[src/rtl/gbn_pkg.sv]
// Shared types, constants and register codes for the Go-Back-N link endpoint.
`timescale 1ns / 1ps
`default_nettype none
package gbn_pkg;

	localparam int SEQ_W  = 16;
	localparam int CTR_W  = SEQ_W + 1;   // next and acked sequence range
	localparam int CMP_W  = SEQ_W + 3;   // signed compare width

	localparam int KIND_W     = 3;
	localparam int CFG_IDX_W  = 8;
	localparam int CFG_DATA_W = 16;
	localparam int S_DATA_W   = 56;
	localparam int M_DATA_W   = 56;

	// Event kinds
	typedef enum logic [KIND_W-1:0] {
		KIND_START   = 3'd0,
		KIND_SEND    = 3'd1,
		KIND_TIMEOUT = 3'd2,
		KIND_RX      = 3'd3,
		KIND_STOP    = 3'd4
	} kind_t;

	// Configuration register indexes
	localparam logic [CFG_IDX_W-1:0] REG_WINDOW_SIZE   = 8'd0;
	localparam logic [CFG_IDX_W-1:0] REG_TOTAL_FRAMES  = 8'd1;
	localparam logic [CFG_IDX_W-1:0] REG_TIMEOUT_LIMIT = 8'd2;
	localparam logic [CFG_IDX_W-1:0] REG_IDLE_LIMIT    = 8'd3;

	// Reset values of the configuration registers
	localparam logic [7:0]       WINDOW_SIZE_RST   = 8'd4;
	localparam logic [SEQ_W-1:0] TOTAL_FRAMES_RST  = 16'd1;
	localparam logic [3:0]       TIMEOUT_LIMIT_RST = 4'd8;
	localparam logic [7:0]       IDLE_LIMIT_RST    = 8'd100;

	typedef struct packed {
		logic [7:0]       window_size;
		logic [SEQ_W-1:0] total_frames;
		logic [3:0]       timeout_limit;
		logic [7:0]       idle_limit;
	} cfg_t;

	typedef struct packed {
		logic [KIND_W-1:0] kind;
		logic              rx_crc_ok;
		logic              rx_has_data;
		logic [SEQ_W-1:0]  rx_seq;
		logic              rx_has_ack;
		logic [SEQ_W-1:0]  rx_ack;
		logic [SEQ_W-1:0]  rx_frame_count;
	} item_t;

	typedef struct packed {
		logic             tx_is_header;
		logic             tx_has_data;
		logic [SEQ_W-1:0] tx_seq;
		logic             tx_has_ack;
		logic [SEQ_W-1:0] tx_ack;
		logic             deliver_valid;
		logic [SEQ_W-1:0] deliver_seq;
		logic             sending;
		logic             receiving;
		logic             gave_up;
	} result_t;

endpackage
`default_nettype wire

[src/rtl/go_back_n_link_endpoint.sv]
// Top level: input stage, event core, result register and configuration port.
// An accepted word waits in the input register; the core processes it there and
// loads the result register, which drives m_tvalid until the word is taken.
// Throughput: one event per cycle while m_tready stays high; while a result waits
// on m_tready the input register holds one more word, then s_tready drops.
// Reset (arst_n low, asynchronous): both sides idle, registers at defaults.
`timescale 1ns / 1ps
`default_nettype none
module go_back_n_link_endpoint (
	input  wire                                clk,
	input  wire                                arst_n,
	input  wire                                s_tvalid,
	output logic                               s_tready,
	// rx_crc_ok, rx_has_data, rx_seq[15:0], rx_has_ack, rx_ack[15:0],
	// rx_frame_count[15:0], zero fill
	input  wire  [gbn_pkg::S_DATA_W-1:0]       s_tdata,
	// kind[2:0]
	input  wire  [gbn_pkg::KIND_W-1:0]         s_tuser,
	output logic                               m_tvalid,
	input  wire                                m_tready,
	// tx_is_header, tx_has_data, tx_seq[15:0], tx_has_ack, tx_ack[15:0],
	// deliver_valid, deliver_seq[15:0], sending, receiving, gave_up, zero fill
	output logic [gbn_pkg::M_DATA_W-1:0]       m_tdata,
	input  wire                                cfg_valid,
	output logic                               cfg_ready,
	input  wire  [gbn_pkg::CFG_IDX_W-1:0]      cfg_index,
	input  wire  [gbn_pkg::CFG_DATA_W-1:0]     cfg_data
);

	localparam int RES_W = $bits(gbn_pkg::result_t);

	gbn_pkg::cfg_t    cfg;
	gbn_pkg::item_t   item_s1;
	gbn_pkg::result_t res, res_q;
	logic             valid_s1;
	logic             advance;
	logic             emit;
	logic             out_valid_q;

	assign cfg_ready = 1'b1;

	gbn_cfg u_cfg (
		.clk       (clk),
		.arst_n    (arst_n),
		.cfg_valid (cfg_valid),
		.cfg_index (cfg_index),
		.cfg_data  (cfg_data),
		.cfg       (cfg)
	);

	// Advance when the result register is free or being drained
	assign advance  = valid_s1 && (!out_valid_q || m_tready);
	assign s_tready = !valid_s1 || advance;

	// Input stage
	always_ff @(posedge clk or negedge arst_n) begin
		if (!arst_n) begin
			valid_s1 <= 1'b0;
		end else if (s_tready) begin
			valid_s1 <= s_tvalid;
		end
	end

	always_ff @(posedge clk) begin
		if (s_tvalid && s_tready) begin
			item_s1.kind           <= s_tuser;
			item_s1.rx_crc_ok      <= s_tdata[0];
			item_s1.rx_has_data    <= s_tdata[1];
			item_s1.rx_seq         <= s_tdata[17:2];
			item_s1.rx_has_ack     <= s_tdata[18];
			item_s1.rx_ack         <= s_tdata[34:19];
			item_s1.rx_frame_count <= s_tdata[50:35];
		end
	end

	gbn_core u_core (
		.clk    (clk),
		.arst_n (arst_n),
		.fire   (advance),
		.item   (item_s1),
		.cfg    (cfg),
		.emit   (emit),
		.res    (res)
	);

	// Result register: drop on drain, load when the event emits a word
	always_ff @(posedge clk or negedge arst_n) begin
		if (!arst_n) begin
			out_valid_q <= 1'b0;
		end else begin
			if (m_tready) begin
				out_valid_q <= 1'b0;
			end
			if (advance && emit) begin
				out_valid_q <= 1'b1;
			end
		end
	end

	always_ff @(posedge clk) begin
		if (advance && emit) begin
			res_q <= res;
		end
	end

	// Pack the result word, first field in the lowest bit
	assign m_tvalid = out_valid_q;
	assign m_tdata  = {
		{(gbn_pkg::M_DATA_W - RES_W){1'b0}},
		res_q.gave_up,
		res_q.receiving,
		res_q.sending,
		res_q.deliver_seq,
		res_q.deliver_valid,
		res_q.tx_ack,
		res_q.tx_has_ack,
		res_q.tx_seq,
		res_q.tx_has_data,
		res_q.tx_is_header
	};

endmodule
`default_nettype wire

[src/rtl/gbn_cfg.sv]
// Configuration registers of the Go-Back-N link endpoint.
`timescale 1ns / 1ps
`default_nettype none
module gbn_cfg (
	input  wire                              clk,
	input  wire                              arst_n,
	input  wire                              cfg_valid,
	input  wire [gbn_pkg::CFG_IDX_W-1:0]     cfg_index,
	input  wire [gbn_pkg::CFG_DATA_W-1:0]    cfg_data,
	output gbn_pkg::cfg_t                    cfg
);

	gbn_pkg::cfg_t cfg_q;

	// Decode the index and latch the written field
	always_ff @(posedge clk or negedge arst_n) begin
		if (!arst_n) begin
			cfg_q.window_size   <= gbn_pkg::WINDOW_SIZE_RST;
			cfg_q.total_frames  <= gbn_pkg::TOTAL_FRAMES_RST;
			cfg_q.timeout_limit <= gbn_pkg::TIMEOUT_LIMIT_RST;
			cfg_q.idle_limit    <= gbn_pkg::IDLE_LIMIT_RST;
		end else if (cfg_valid) begin
			unique case (cfg_index)
				gbn_pkg::REG_WINDOW_SIZE:   cfg_q.window_size   <= cfg_data[7:0];
				gbn_pkg::REG_TOTAL_FRAMES:  cfg_q.total_frames  <= cfg_data[15:0];
				gbn_pkg::REG_TIMEOUT_LIMIT: cfg_q.timeout_limit <= cfg_data[3:0];
				gbn_pkg::REG_IDLE_LIMIT:    cfg_q.idle_limit    <= cfg_data[7:0];
				default: ;
			endcase
		end
	end

	assign cfg = cfg_q;

endmodule
`default_nettype wire

[src/rtl/gbn_core.sv]
// Sender and receiver state, updated from each event by combinational next-state logic.
`timescale 1ns / 1ps
`default_nettype none
module gbn_core (
	input  wire              clk,
	input  wire              arst_n,
	input  wire              fire,
	input  gbn_pkg::item_t   item,
	input  gbn_pkg::cfg_t    cfg,
	output logic             emit,
	output gbn_pkg::result_t res
);

	localparam int SW = gbn_pkg::SEQ_W;
	localparam int CW = gbn_pkg::CTR_W;
	localparam int XW = gbn_pkg::CMP_W;

	logic [CW-1:0] next_seq_q, next_seq_d;
	logic [CW-1:0] acked_q, acked_d;      // two's complement, reset to minus one
	logic [CW-1:0] snap_q, snap_d;
	logic [3:0]    tmo_q, tmo_d;
	logic [7:0]    idle_q, idle_d;
	logic          send_q, send_d;
	logic          recv_q, recv_d;
	logic [SW-1:0] rlast_q, rlast_d;
	logic [SW-1:0] rtotal_q, rtotal_d;

	logic signed [XW-1:0] total_x, acked_x, next_x, win_x, rack_x, span_x;
	logic                 all_acked, in_window, unsent, ack_fwd;
	logic [CW-1:0]        acked_inc;
	logic [SW-1:0]        rlast_inc;

	// Sign-extended compares over the sequence range
	always_comb begin
		total_x   = $signed({3'b000, cfg.total_frames});
		acked_x   = $signed({{2{acked_q[CW-1]}}, acked_q});
		next_x    = $signed({2'b00, next_seq_q});
		win_x     = $signed({{(XW-8){1'b0}}, cfg.window_size});
		rack_x    = $signed({3'b000, item.rx_ack});
		span_x    = next_x - acked_x;
		all_acked = total_x <= acked_x;
		in_window = span_x <= win_x;
		unsent    = next_seq_q <= {1'b0, cfg.total_frames};
		ack_fwd   = rack_x > acked_x;
		acked_inc = acked_q + {{(CW-1){1'b0}}, 1'b1};
		rlast_inc = rlast_q + {{(SW-1){1'b0}}, 1'b1};
	end

	// Next state and result for one event
	always_comb begin
		next_seq_d = next_seq_q;
		acked_d    = acked_q;
		snap_d     = snap_q;
		tmo_d      = tmo_q;
		idle_d     = idle_q;
		send_d     = send_q;
		recv_d     = recv_q;
		rlast_d    = rlast_q;
		rtotal_d   = rtotal_q;
		res        = '0;
		emit       = 1'b1;
		unique case (gbn_pkg::kind_t'(item.kind))
			gbn_pkg::KIND_START: begin
				next_seq_d       = {{(CW-1){1'b0}}, 1'b1};
				acked_d          = '1;
				snap_d           = '0;
				tmo_d            = '0;
				idle_d           = '0;
				send_d           = 1'b1;
				res.tx_is_header = 1'b1;
				res.tx_has_data  = 1'b1;
			end
			gbn_pkg::KIND_SEND: begin
				if (!send_q && !recv_q) begin
					emit = 1'b0;
				end
				if (recv_q) begin
					res.tx_has_ack = 1'b1;
					res.tx_ack     = rlast_q;
				end
				if (send_q) begin
					if (all_acked) begin
						send_d = 1'b0;
					end else if (unsent && in_window) begin
						idle_d           = '0;
						res.tx_has_data  = 1'b1;
						res.tx_seq       = next_seq_q[SW-1:0];
						res.tx_is_header = (next_seq_q == '0);
						next_seq_d       = next_seq_q + {{(CW-1){1'b0}}, 1'b1};
					end else if (unsent) begin
						if (idle_q >= cfg.idle_limit) begin
							send_d      = 1'b0;
							idle_d      = '0;
							res.gave_up = 1'b1;
						end else begin
							idle_d = idle_q + 8'd1;
						end
					end
				end
			end
			gbn_pkg::KIND_TIMEOUT: begin
				if (send_q) begin
					if (snap_q == acked_q) begin
						// no progress: rewind to the oldest unacknowledged frame
						next_seq_d = acked_inc;
						if (tmo_q >= cfg.timeout_limit) begin
							send_d      = 1'b0;
							recv_d      = 1'b0;
							tmo_d       = '0;
							res.gave_up = 1'b1;
						end else begin
							tmo_d = tmo_q + 4'd1;
						end
					end else begin
						tmo_d  = '0;
						snap_d = acked_q;
					end
				end
			end
			gbn_pkg::KIND_RX: begin
				if (item.rx_crc_ok) begin
					if (item.rx_has_data && item.rx_seq == '0) begin
						// header: answer with ack zero if fully idle
						if (!send_q && !recv_q) begin
							res.tx_has_ack = 1'b1;
						end
						rlast_d  = '0;
						rtotal_d = item.rx_frame_count;
						recv_d   = (item.rx_frame_count != '0);
					end else if (item.rx_has_data && recv_q) begin
						if (item.rx_seq == rlast_inc) begin
							rlast_d           = item.rx_seq;
							res.deliver_valid = 1'b1;
							res.deliver_seq   = item.rx_seq;
							recv_d            = (item.rx_seq != rtotal_q);
						end
					end
					if (send_q && item.rx_has_ack && ack_fwd) begin
						acked_d = {1'b0, item.rx_ack};
					end
				end
			end
			gbn_pkg::KIND_STOP: begin
				send_d = 1'b0;
				recv_d = 1'b0;
			end
			default: ;
		endcase
		res.sending   = send_d;
		res.receiving = recv_d;
	end

	// Commit state when an event is taken
	always_ff @(posedge clk or negedge arst_n) begin
		if (!arst_n) begin
			next_seq_q <= '0;
			acked_q    <= '1;
			snap_q     <= '0;
			tmo_q      <= '0;
			idle_q     <= '0;
			send_q     <= 1'b0;
			recv_q     <= 1'b0;
			rlast_q    <= '0;
			rtotal_q   <= '0;
		end else if (fire) begin
			next_seq_q <= next_seq_d;
			acked_q    <= acked_d;
			snap_q     <= snap_d;
			tmo_q      <= tmo_d;
			idle_q     <= idle_d;
			send_q     <= send_d;
			recv_q     <= recv_d;
			rlast_q    <= rlast_d;
			rtotal_q   <= rtotal_d;
		end
	end

endmodule
`default_nettype wire

[config.mk]
export PLATFORM = sky130hd
export DESIGN_NAME = go_back_n_link_endpoint
export DESIGN_NICKNAME = d
export VERILOG_FILES = /design/src/rtl/gbn_pkg.sv /design/src/rtl/go_back_n_link_endpoint.sv /design/src/rtl/gbn_cfg.sv /design/src/rtl/gbn_core.sv
export SDC_FILE = /design/constraint.sdc
export NUM_CORES = 1
export LEC_CHECK = 0
export ABC_AREA = 1
export BUFFER_PORTS_ARGS = -buffer_cell sky130_fd_sc_hd__buf_4
export CAP_MARGIN = 30
export CORE_ASPECT_RATIO = 1.4
export CORE_MARGIN = 1
export CORE_UTILIZATION = 60
export CTS_CLUSTER_DIAMETER = 40
export CTS_CLUSTER_SIZE = 30
export DETAILED_ROUTE_END_ITERATION = 8
export PLACE_DENSITY = 0.78
export RECOVER_POWER = 50
export SKIP_LAST_GASP = 1
export SLEW_MARGIN = 10
export SYNTH_ARGS = -nofsm -noshare
export SYNTH_HDL_FRONTEND = slang
export SYNTH_SLANG_ARGS = --single-unit
[constraint.sdc]
create_clock -name clk -period 4.15 [get_ports clk]
set_clock_uncertainty 0.1 [all_clocks]
set_input_delay 0.2075 -clock clk [delete_from_list [all_inputs] [get_ports clk]]
set_output_delay 0.2075 -clock clk [all_outputs]
set_load 0.02 [all_outputs]
==> results.txt, run 1 <==
setup_tns - 0 ps
# fillers - 1745
initial cell density of the core - 0.610
Overflow after GRT - 0
Max-slew headroom - -0.477
minimum clock period - 3820 ps
pwr dens - 435 nW/um2
Required @ worst endpoint - 4500 ps
ant diodes - 0
post-route cell area - 17200 um2
Netlist Area Pre-Place - 14100 um2
Syn Area/Cell - 8.39 um2
Area Overhead vs Synth - 21.6%
Slew @ Worst Pin - 2220 ps
clk sinks - 244
Routed WL - 42.4 mm
Mapped Nets - 1866
Critical Path AT - 4160 ps
number of synthesized register bits - 244
GRT Total Usage - 0.357
first-pass GRT wire length - 66.2 mm
status - finished, violations left
Post-synth EDFFs - 109
CTS tree - done
# DRC - 0
Clock Latency Late Sink - 580 ps
Die W - 132 um
final setup vio count - 0
final std cells w/o fill - 2254
Tightest Hold Check Type - in2reg
Die ar. - 24200 um2
Vias - 12666
placed wire-length estimate - 31.3 mm
register area - 6680 um2
Crit Path Class - reg2reg
RSZ-0062 raised after global routing - no
I/O pin count - 147
drt wl/cell - 18.8 um
critical path peak fanout - 8
total power - 0.00748 W
post-route ant nets - 0
Placed Cells - 2120
Root Driver - clkbuf_16
LEAKAGE - 8.33 nW
sequential area share after synthesis - 0.472
first drt pass iteration count - 5
Worst-path clk slew - 70 ps
Final Hold Fails - 0
placed cell areas - 15600 um2
period utilization - 0.920
post-synthesis cell type with the largest combined area - edfxtp_1
PortBufs - 139
Yosys warnings - 0
1st-iter DRT viols - 862
pin count of the biggest net entering global routing - 83
via-per-instance ratio - 5.62
crit path launch type - flop
violated checks - max-capacitance violations, max-slew violations
most frequent cell after synthesis - nand2_1
CTS Buffer Depth - 3
Synth cell types - 60
total of max-cap violations - 1
initial antenna violation count - 0
Synth Instances - 1687
Max rail drop VDD - 0.000422 V
multi-input logic area - 6330 um2
main flop type after synthesis - dfrtp_1
Max Transition Viols Final - 83
vias in the first global route - 12824
core box area - 23200 um2
top cell type's share of synthesized area - 0.231
synth cell count leaders - nand2_1, inv_1, nor2_1
Achievable Freq - 0.262 GHz
num rows - 66
Die Height - 184 um
ys async rst share - 0.553
ranking of synthesized cells by area - edfxtp_1, dfrtp_1, nand2_1
GP Congestion - 0.996
Setup crit end kind - flop
htree depth - 1
layout cells sized above 1 - 0.131
# nets final - 2104
total CTS buffers - 29
==> flip-flops by register name (all words and copies together), names as in the netlist <==
name,cells
u_core.tmo_q,4
m_tdata,55
valid_s1,1
u_core.send_q,1
u_core.acked_q,17
u_core.rlast_q,16
u_core.idle_q,8
m_tvalid,1
item_s1,54
u_core.next_seq_q,17
u_core.recv_q,1
u_core.snap_q,17
u_core.rtotal_q,16
u_cfg.cfg,36
==> critical path, cell delays in order, from the launching register on <==
cell and delay, ps:
dfstp_2 530, inv_1 120, ha_1 400, nand2_1 100, nand3_1 180, nand3_1 100
nand2_1 110, xor2_1 230, ha_1 290, nand3_1 100, nor2_1 60, a21oi_1 140
nand2_1 70, nand2_1 60, nand2_1 50, inv_1 60, nand2_1 50, nor2_1 120
nand2_1 120, nand2_1 100, nand2_2 80, nand2_4 110, clkinvlp_4 230, nand3_1 130
o21ai_0 70
==> kinds of logic after synthesis <==
logic type	Yosys count	share of synthesized area
AOI/OAI and AO/OA	216	0.0824
xor gates and xnor gates	40	0.0263
adders and majority gates	91	0.0810
buffers and inverters	290	0.0814
DFF	244	0.472
muxes	7	0.00495
other	2	0.000531
and+or+nand+nor	797	0.251
==> timing repair <==
item                                    in CTS  in global routing
gates resized for setup                      0                  6
hold buffers                                75                  0
endpoints found under the setup margin       0                 35
buffers inserted                             0                  3
endpoints found under the hold margin      166                  0
==> final timing paths <==
path / start / endpoint / slack [ps] / depth (start not counted)
worst max-delay path: u_core.acked_q[2]$_DFFE_PN1P_ / u_core.idle_q[0]$_DFFE_PN0P_ / 330 / 24
worst min-delay path: cfg_index[0] / u_cfg.cfg[11]$_DFFE_PN1P_ / 90 / 4
worst max register to register: u_core.acked_q[2]$_DFFE_PN1P_ / u_core.idle_q[0]$_DFFE_PN0P_ / 330 / 24
worst min register to register: u_cfg.cfg[4]$_DFFE_PN0P_ / u_cfg.cfg[4]$_DFFE_PN0P_ / 390 / 2
max in group asynchronous: arst_n / u_cfg.cfg[35]$_DFFE_PN0P_ / 1290 / 3
min in group asynchronous: arst_n / u_core.rlast_q[8]$_DFFE_PN0P_ / 700 / 2
==> cell type report <==
type	count	area share
Clock buffer	31	0.0438
Clock inverter	23	0.0163
Inverter	261	0.0574
Multi-Input combinational cell	1153	0.368
Sequential cell	244	0.388
Tap cell	306	0.0222
Timing Repair Buffer	236	0.104
==> per-stage QoR <==
stage / hold WS (ps) / setup WS [ps] / utilization
after floorplan: -188 / 937 / -
after global placement: 223 / 424 / 0.669
after detailed placement: 211 / 291 / 0.671
after CTS: 54.6 / 234 / 0.747
after global routing: 119 / 15.9 / 0.742
final: 89.7 / 331 / 0.742
==> cells in the final DEF, fill, tap and decap left out, types with 16 or more instances in the layout <==
| master | instances |
|---|---|
| xor2_1 | 28 |
| clkbuf_4 | 55 |
| nor4_1 | 17 |
| dlygate4sd3_1 | 75 |
| nand2_1 | 396 |
| nand3_1 | 72 |
| nor3_1 | 30 |
| nand4_1 | 54 |
| edfxtp_1 | 109 |
| ha_1 | 90 |
| clkbuf_1 | 57 |
| clkbuf_16 | 29 |
| nor2_1 | 162 |
| a21oi_1 | 76 |
| inv_1 | 245 |
| o21ai_1 | 16 |
| dfstp_2 | 23 |
| o21ai_0 | 92 |
| buf_4 | 42 |
| dfrtp_1 | 112 |
==> where the power goes <==
part,switching (W),internal [W]
clock,0.00120,0.00147
combinational,0.00116,0.000636
sequential,0.000208,0.00281
total,0.00257,0.00491
==> metal layers <==
metal,GRT usage,up-vias,wire length [um]
li1,-,6025,-
met1,0.370,5973,14900
met5,0,-,0
met2,0.671,499,22300
met3,0.0397,169,2120
met4,0.247,0,3150
Power figures use the tool's default switching activity.
==> run 2: changes to the inputs <==
--- a/config.mk
+++ b/config.mk
@@ -8,13 +8,15 @@
 export ABC_AREA = 1
 export BUFFER_PORTS_ARGS = -buffer_cell sky130_fd_sc_hd__buf_4
 export CAP_MARGIN = 30
+export CELL_PAD_IN_SITES_DETAIL_PLACEMENT = 1
+export CELL_PAD_IN_SITES_GLOBAL_PLACEMENT = 2
 export CORE_ASPECT_RATIO = 1.4
 export CORE_MARGIN = 1
-export CORE_UTILIZATION = 60
+export CORE_UTILIZATION = 36
 export CTS_CLUSTER_DIAMETER = 40
 export CTS_CLUSTER_SIZE = 30
 export DETAILED_ROUTE_END_ITERATION = 8
-export PLACE_DENSITY = 0.78
+export PLACE_DENSITY = 0.77
 export RECOVER_POWER = 50
 export SKIP_LAST_GASP = 1
 export SLEW_MARGIN = 10
==> results.txt, run 2 (synthesized netlist as in run 1, its figures left out) <==
Routed WL - 48.3 mm (was 42.4 mm)
I/O pin count - 147 (unchanged)
clk sinks - 244 (unchanged)
post-route cell area - 17800 um2 (was 17200 um2)
Overflow after GRT - 0 (unchanged)
Max-slew headroom - -0.428 (was -0.477)
Vias - 12423 (was 12666)
layout cells sized above 1 - 0.137 (was 0.131)
LEAKAGE - 8.50 nW (was 8.33 nW)
Switch Pwr - 0.00269 W (was 0.00257 W)
most common cell after layout, fill and taps aside - nand2_1 (unchanged)
fraction of power consumed by combinational cells - 0.221 (was 0.240)
sw frac - 0.327 (was 0.343)
PortBufs - 139 (unchanged)
Placed Cells - 2344 (was 2120)
num rows - 85 (was 66)
violated checks - max-capacitance violations, max-slew violations (unchanged)
Reg power frac - 0.367 (was 0.403)
minimum clock period - 3720 ps (was 3820 ps)
Die ar. - 40100 um2 (was 24200 um2)
crit path launch type - flop (unchanged)
htree depth - 2 (was 1)
placed cell areas - 15900 um2 (was 15600 um2)
drt wl/cell - 19.4 um (was 18.8 um)
met2 routed WL - 26.7 mm (was 22.3 mm)
RSZ-0062 raised after global routing - no (unchanged)
post-route ant nets - 0 (unchanged)
most frequent cells in the layout - nand2_1, inv_1, nor2_1 (unchanged)
GRT Total Usage - 0.246 (was 0.357)
first-pass GRT wire length - 74.5 mm (was 66.2 mm)
ant diodes - 0 (unchanged)
# nets final - 2121 (was 2104)
Internal Power - 0.00556 W (was 0.00491 W)
final std cells w/o fill - 2494 (was 2254)
period utilization - 0.897 (was 0.920)
CTS tree - done (unchanged)
Max rail drop VDD - 0.000263 V (was 0.000422 V)
first drt pass iteration count - 4 (was 5)
max reg flops - 55 (unchanged)
Root Driver - clkbuf_16 (unchanged)
Worst-path clk slew - 50 ps (was 70 ps)
initial antenna violation count - 0 (unchanged)
setup_tns - 0 ps (unchanged)
GP Congestion - 0.900 (was 0.996)
CTS Buffer Depth - 3 (unchanged)
Setup crit end kind - flop (unchanged)
via-per-instance ratio - 4.98 (was 5.62)
# DRC - 0 (unchanged)
Met1 Wirelength - 18.2 mm (was 14.9 mm)
pwr dens - 463 nW/um2 (was 435 nW/um2)
Die Height - 237 um (was 184 um)
final setup vio count - 0 (unchanged)
Tightest Hold Check Type - in2reg (unchanged)
Die W - 170 um (was 132 um)
placed wire-length estimate - 37.4 mm (was 31.3 mm)
met3 WL - 1.40 mm (was 2.12 mm)
total CTS buffers - 39 (was 29)
initial cell density of the core - 0.366 (was 0.610)
pin count of the biggest net entering global routing - 73 (was 83)
Area Overhead vs Synth - 26.0% (was 21.6%)
Final Hold Fails - 0 (unchanged)
hold slack - 92.7 ps (was 89.7 ps)
Max Transition Viols Final - 105 (was 83)
Achievable Freq - 0.269 GHz (was 0.262 GHz)
core box area - 38600 um2 (was 23200 um2)
vias in the first global route - 13398 (was 12824)
critical path peak fanout - 19 (was 8)
Critical Path AT - 4070 ps (was 4160 ps)
Clock Latency Late Sink - 540 ps (was 580 ps)
total of max-cap violations - 2 (was 1)
top routing layer used - met4 (unchanged)
1st-iter DRT viols - 560 (was 862)
Crit Path Class - reg2reg (unchanged)
status - finished, violations left (unchanged)
Slew @ Worst Pin - 2140 ps (was 2220 ps)
clock share of power - 0.411 (was 0.357)
Required @ worst endpoint - 4500 ps (about the same)
-- run 2: what timing repair did --
item / CTS / global route
hold buffers: 75 / 0
hold endpoints to repair: 152 / 0
buffers inserted: 0 / 4
resized for setup: 0 / 6
setup endpoints to repair: 0 / 30
-- run 2: path summary, 6_finish.rpt --
check	start	endpoint	slack, ps	cells past startpoint
worst max-delay path	u_core.next_seq_q[0]$_DFFE_PN0P_	u_core.next_seq_q[12]$_DFFE_PN0P_	430	27
worst min-delay path	cfg_index[0]	u_cfg.cfg[11]$_DFFE_PN1P_	90	4
worst max register to register	u_core.next_seq_q[0]$_DFFE_PN0P_	u_core.next_seq_q[12]$_DFFE_PN0P_	430	27
worst min register to register	u_cfg.cfg[10]$_DFFE_PN0P_	u_cfg.cfg[10]$_DFFE_PN0P_	380	2
max in group asynchronous	arst_n	u_core.acked_q[3]$_DFFE_PN1P_	1880	3
min in group asynchronous	arst_n	u_core.rtotal_q[7]$_DFFE_PN0P_	710	2
-- run 2: power by group through the flow --
stage / combinational [W] / clock, W / sequential [W]
CTS: 0.00190 / 0.00347 / 0.00303
finish: 0.00183 / 0.00339 / 0.00303
global route: 0.00206 / 0.00354 / 0.00305
detailed placement: 0.00183 / 0 / 0.00307
floorplan: 0.00107 / 0 / 0.00308
global placement: 0.00179 / 0 / 0.00307
-- run 2: metrics by stage --
stage               power [W]   util  setup slack, ps
floorplan             0.00414      -              937
global placement      0.00486  0.411              283
global route          0.00866  0.462             6.49
CTS                   0.00840  0.466              206
finish                0.00825  0.462              427
detailed placement    0.00490  0.412              230
-- run 2: final cells by class --
class | count | area, um2
Fill cell | 4671 | 20800
Timing Repair Buffer | 243 | 1810
Tap cell | 522 | 653
Multi-Input combinational cell | 1153 | 6320
Inverter | 261 | 996
Clock inverter | 26 | 287
Clock buffer | 45 | 1080
Sequential cell | 244 | 6680
-- run 2: metal layers --
| layer | up-vias | global-route usage |
|---|---|---|
| met5 | - | 0 |
| met4 | 0 | 0.114 |
| met3 | 100 | 0.0281 |
| met2 | 249 | 0.479 |
| met1 | 6010 | 0.259 |
| li1 | 6064 | - |
-- run 2: critical path, stage by stage (launching register included) --
cell and delay (ps):
dfrtp_1 390, inv_1 100, ha_1 220, fa_1 400
inv_1 80, nand2_1 60, nand2_2 100, nand3_1 90
nand2_2 100, xor2_1 200, ha_1 280, nand2_1 90
nor2_1 60, a21oi_1 140, nand2_1 60, nand2_1 60
nand2_1 50, inv_1 60, nand2_1 40, nor2_1 100
nand2_1 100, nand2_1 100, nand2_2 80, nand2_4 110
nand2_4 160, clkinv_8 140, nand2_1 60, o21ai_1 90
==> run 3: changes to the inputs <==
--- a/config.mk
+++ b/config.mk
@@ -12,11 +12,12 @@
 export CELL_PAD_IN_SITES_GLOBAL_PLACEMENT = 2
 export CORE_ASPECT_RATIO = 1.4
 export CORE_MARGIN = 1
-export CORE_UTILIZATION = 36
+export CORE_UTILIZATION = 37
+export CTS_BUF_LIST = sky130_fd_sc_hd__clkbuf_8
 export CTS_CLUSTER_DIAMETER = 40
 export CTS_CLUSTER_SIZE = 30
 export DETAILED_ROUTE_END_ITERATION = 8
-export PLACE_DENSITY = 0.77
+export PLACE_DENSITY = 0.79
 export RECOVER_POWER = 50
 export SKIP_LAST_GASP = 1
 export SLEW_MARGIN = 10
==> results.txt, run 3 (synthesized netlist as in run 1, its figures left out) <==
status - finished, violations left (unchanged)
violated checks - max-capacitance violations, max-slew violations (unchanged)
Slew @ Worst Pin - 2340 ps (was 2140 ps)
Max Transition Viols Final - 84 (was 105)
CP max stage cell - fa_1 (unchanged)
placed cell areas - 15800 um2 (was 15900 um2)
Root Driver - clkbuf_8 (was clkbuf_16)
Overflow after GRT - 0 (unchanged)
Crit Path Class - reg2reg (unchanged)
final setup vio count - 0 (unchanged)
CTS Buffer Depth - 3 (unchanged)
Setup crit end kind - flop (unchanged)
Final Hold Fails - 0 (unchanged)
most frequent cells in the layout - nand2_1, inv_1, nor2_1 (unchanged)
Clock Latency Late Sink - 590 ps (was 540 ps)
I/O pin count - 147 (unchanged)
Die W - 167 um (was 170 um)
LEAKAGE - 8.30 nW (was 8.50 nW)
1st-iter DRT viols - 515 (was 560)
initial antenna violation count - 1 (was 0)
Reg power frac - 0.408 (was 0.367)
slowest stage delay, CP - 400 ps (about the same)
Worst Hold Path EP - u_cfg.cfg[19]$_DFFE_PN0P_ (was u_cfg.cfg[11]$_DFFE_PN1P_)
# nets final - 2119 (was 2121)
max reg flops - 55 (unchanged)
Achievable Freq - 0.262 GHz (was 0.269 GHz)
first-pass GRT wire length - 74.8 mm (was 74.5 mm)
# DRC - 0 (unchanged)
CTS tree - done (unchanged)
period utilization - 0.919 (was 0.897)
setup_tns - 0 ps (unchanged)
fraction of power consumed by combinational cells - 0.250 (was 0.221)
Critical path origin - u_core.next_seq_q[0]$_DFFE_PN0P_ (unchanged)
via-per-instance ratio - 5.12 (was 4.98)
hold slack - 15.3 ps (was 92.7 ps)
drt wl/cell - 20.2 um (was 19.4 um)
Hold Path Stages - 4 (unchanged)
sw frac - 0.353 (was 0.327)
R2R depth - 27 (unchanged)
minimum clock period - 3810 ps (was 3720 ps)
total of max-cap violations - 1 (was 2)
Die ar. - 39000 um2 (was 40100 um2)
Die Height - 233 um (was 237 um)
clk sinks - 244 (unchanged)
RSZ-0062 raised after global routing - no (unchanged)
num rows - 84 (was 85)
Critical Path AT - 4200 ps (was 4070 ps)
FF-to-FF setup slack - 340 ps (was 430 ps)
crit path launch type - flop (unchanged)
Switch Pwr - 0.00262 W (was 0.00269 W)
Critical R2R Launch - u_core.next_seq_q[0]$_DFFE_PN0P_ (unchanged)
multi-input logic area - 6330 um2 (was 6320 um2)
most common cell after layout, fill and taps aside - nand2_1 (unchanged)
Required @ worst endpoint - 4530 ps (was 4500 ps)
Tightest Hold Check Type - in2reg (unchanged)
hold path start - cfg_index[1] (was cfg_index[0])
reg2reg end - u_core.next_seq_q[12]$_DFFE_PN0P_ (unchanged)
# fillers - 4523 (was 4671)
clock share of power - 0.342 (was 0.411)
GP Congestion - 0.916 (was 0.900)
post-route cell area - 17300 um2 (was 17800 um2)
Internal Power - 0.00481 W (was 0.00556 W)
register area - 6680 um2 (unchanged)
PortBufs - 139 (unchanged)
Vias - 12518 (was 12423)
pwr dens - 430 nW/um2 (was 463 nW/um2)
htree depth - 2 (unchanged)
Max rail drop VDD - 0.000195 V (was 0.000263 V)
post-route ant nets - 0 (unchanged)
post-layout util - 0.460 (was 0.462)
pin count of the biggest net entering global routing - 84 (was 73)
Routed WL - 49.3 mm (was 48.3 mm)
GRT Total Usage - 0.257 (was 0.246)
first drt pass iteration count - 4 (unchanged)
Worst-path clk slew - 80 ps (was 50 ps)
Max-slew headroom - -0.557 (was -0.428)
initial cell density of the core - 0.376 (was 0.366)
total CTS buffers - 38 (was 39)
Critical Path Most Common Cell - nand2_1 (unchanged)
layout cells sized above 1 - 0.136 (was 0.137)
critical path peak fanout - 19 (unchanged)
Area Overhead vs Synth - 22.4% (was 26.0%)
core box area - 37600 um2 (was 38600 um2)
placed wire-length estimate - 38.1 mm (was 37.4 mm)
vias in the first global route - 13174 (was 13398)
## run 3: routing by layer
layer / share of wire / track usage
met3: 0.027 / 0.0280
met4: 0.047 / 0.128
met2: 0.55 / 0.502
met1: 0.38 / 0.270
met5: 0 / 0
## run 3: power groups by stage
stage,Combinational [W],Clock [W],Sequential [W]
final,0.00186,0.00254,0.00303
after global routing,0.00208,0.00269,0.00305
after CTS,0.00193,0.00260,0.00304
after detailed placement,0.00185,0,0.00309
after global placement,0.00180,0,0.00308
after floorplan,0.00107,0,0.00308
## run 3: critical path, delay by kind of cell, from the launching register on
kind                       cells  cell delay, ps
AOI/OAI and AO/OA              2             270
xor gates and xnor gates       1             190
adders and majority gates      3             900
buffers and inverters          4             400
DFF                            1             350
and+or+nand+nor               17            1510
## run 3: worst max path at each step
stage	end	slack (ps)	cells after the start
final	u_core.next_seq_q[12]$_DFFE_PN0P_	340	27
after floorplan	m_tdata[10]$_SDFFCE_PP0P_	940	26
after global placement	m_tdata[0]$_DFFE_PP_	240	25
after global routing	u_core.next_seq_q[12]$_DFFE_PN0P_	3	27
after detailed placement	m_tdata[0]$_DFFE_PP_	70	25
after CTS	m_tdata[0]$_DFFE_PP_	60	25
## run 3: area by class of cell
cell class,count,share of cell area
multi-input combinational,1153,0.365
sequential,244,0.386
timing repair buffer,242,0.103
clock buffer,41,0.0326
inverter,261,0.0569
antenna,1,0.000145
clock inverter,29,0.0222
tap,473,0.0342
## run 3: timing repair
item                                    4_1_cts  5_1_grt
endpoints found under the hold margin       156        0
endpoints found under the setup margin        0       30
setup buffers                                 0        3
hold buffers                                 76        0
gates resized for setup                       0        4
## run 3: metrics by stage
step	total power, W	worst slack [ps]	cells
after floorplan	0.00414	937	1687
after global placement	0.00488	236	2292
after detailed placement	0.00494	68.2	2294
after CTS	0.00757	57.3	2440
after global routing	0.00782	2.87	2444
final	0.00744	336	2444
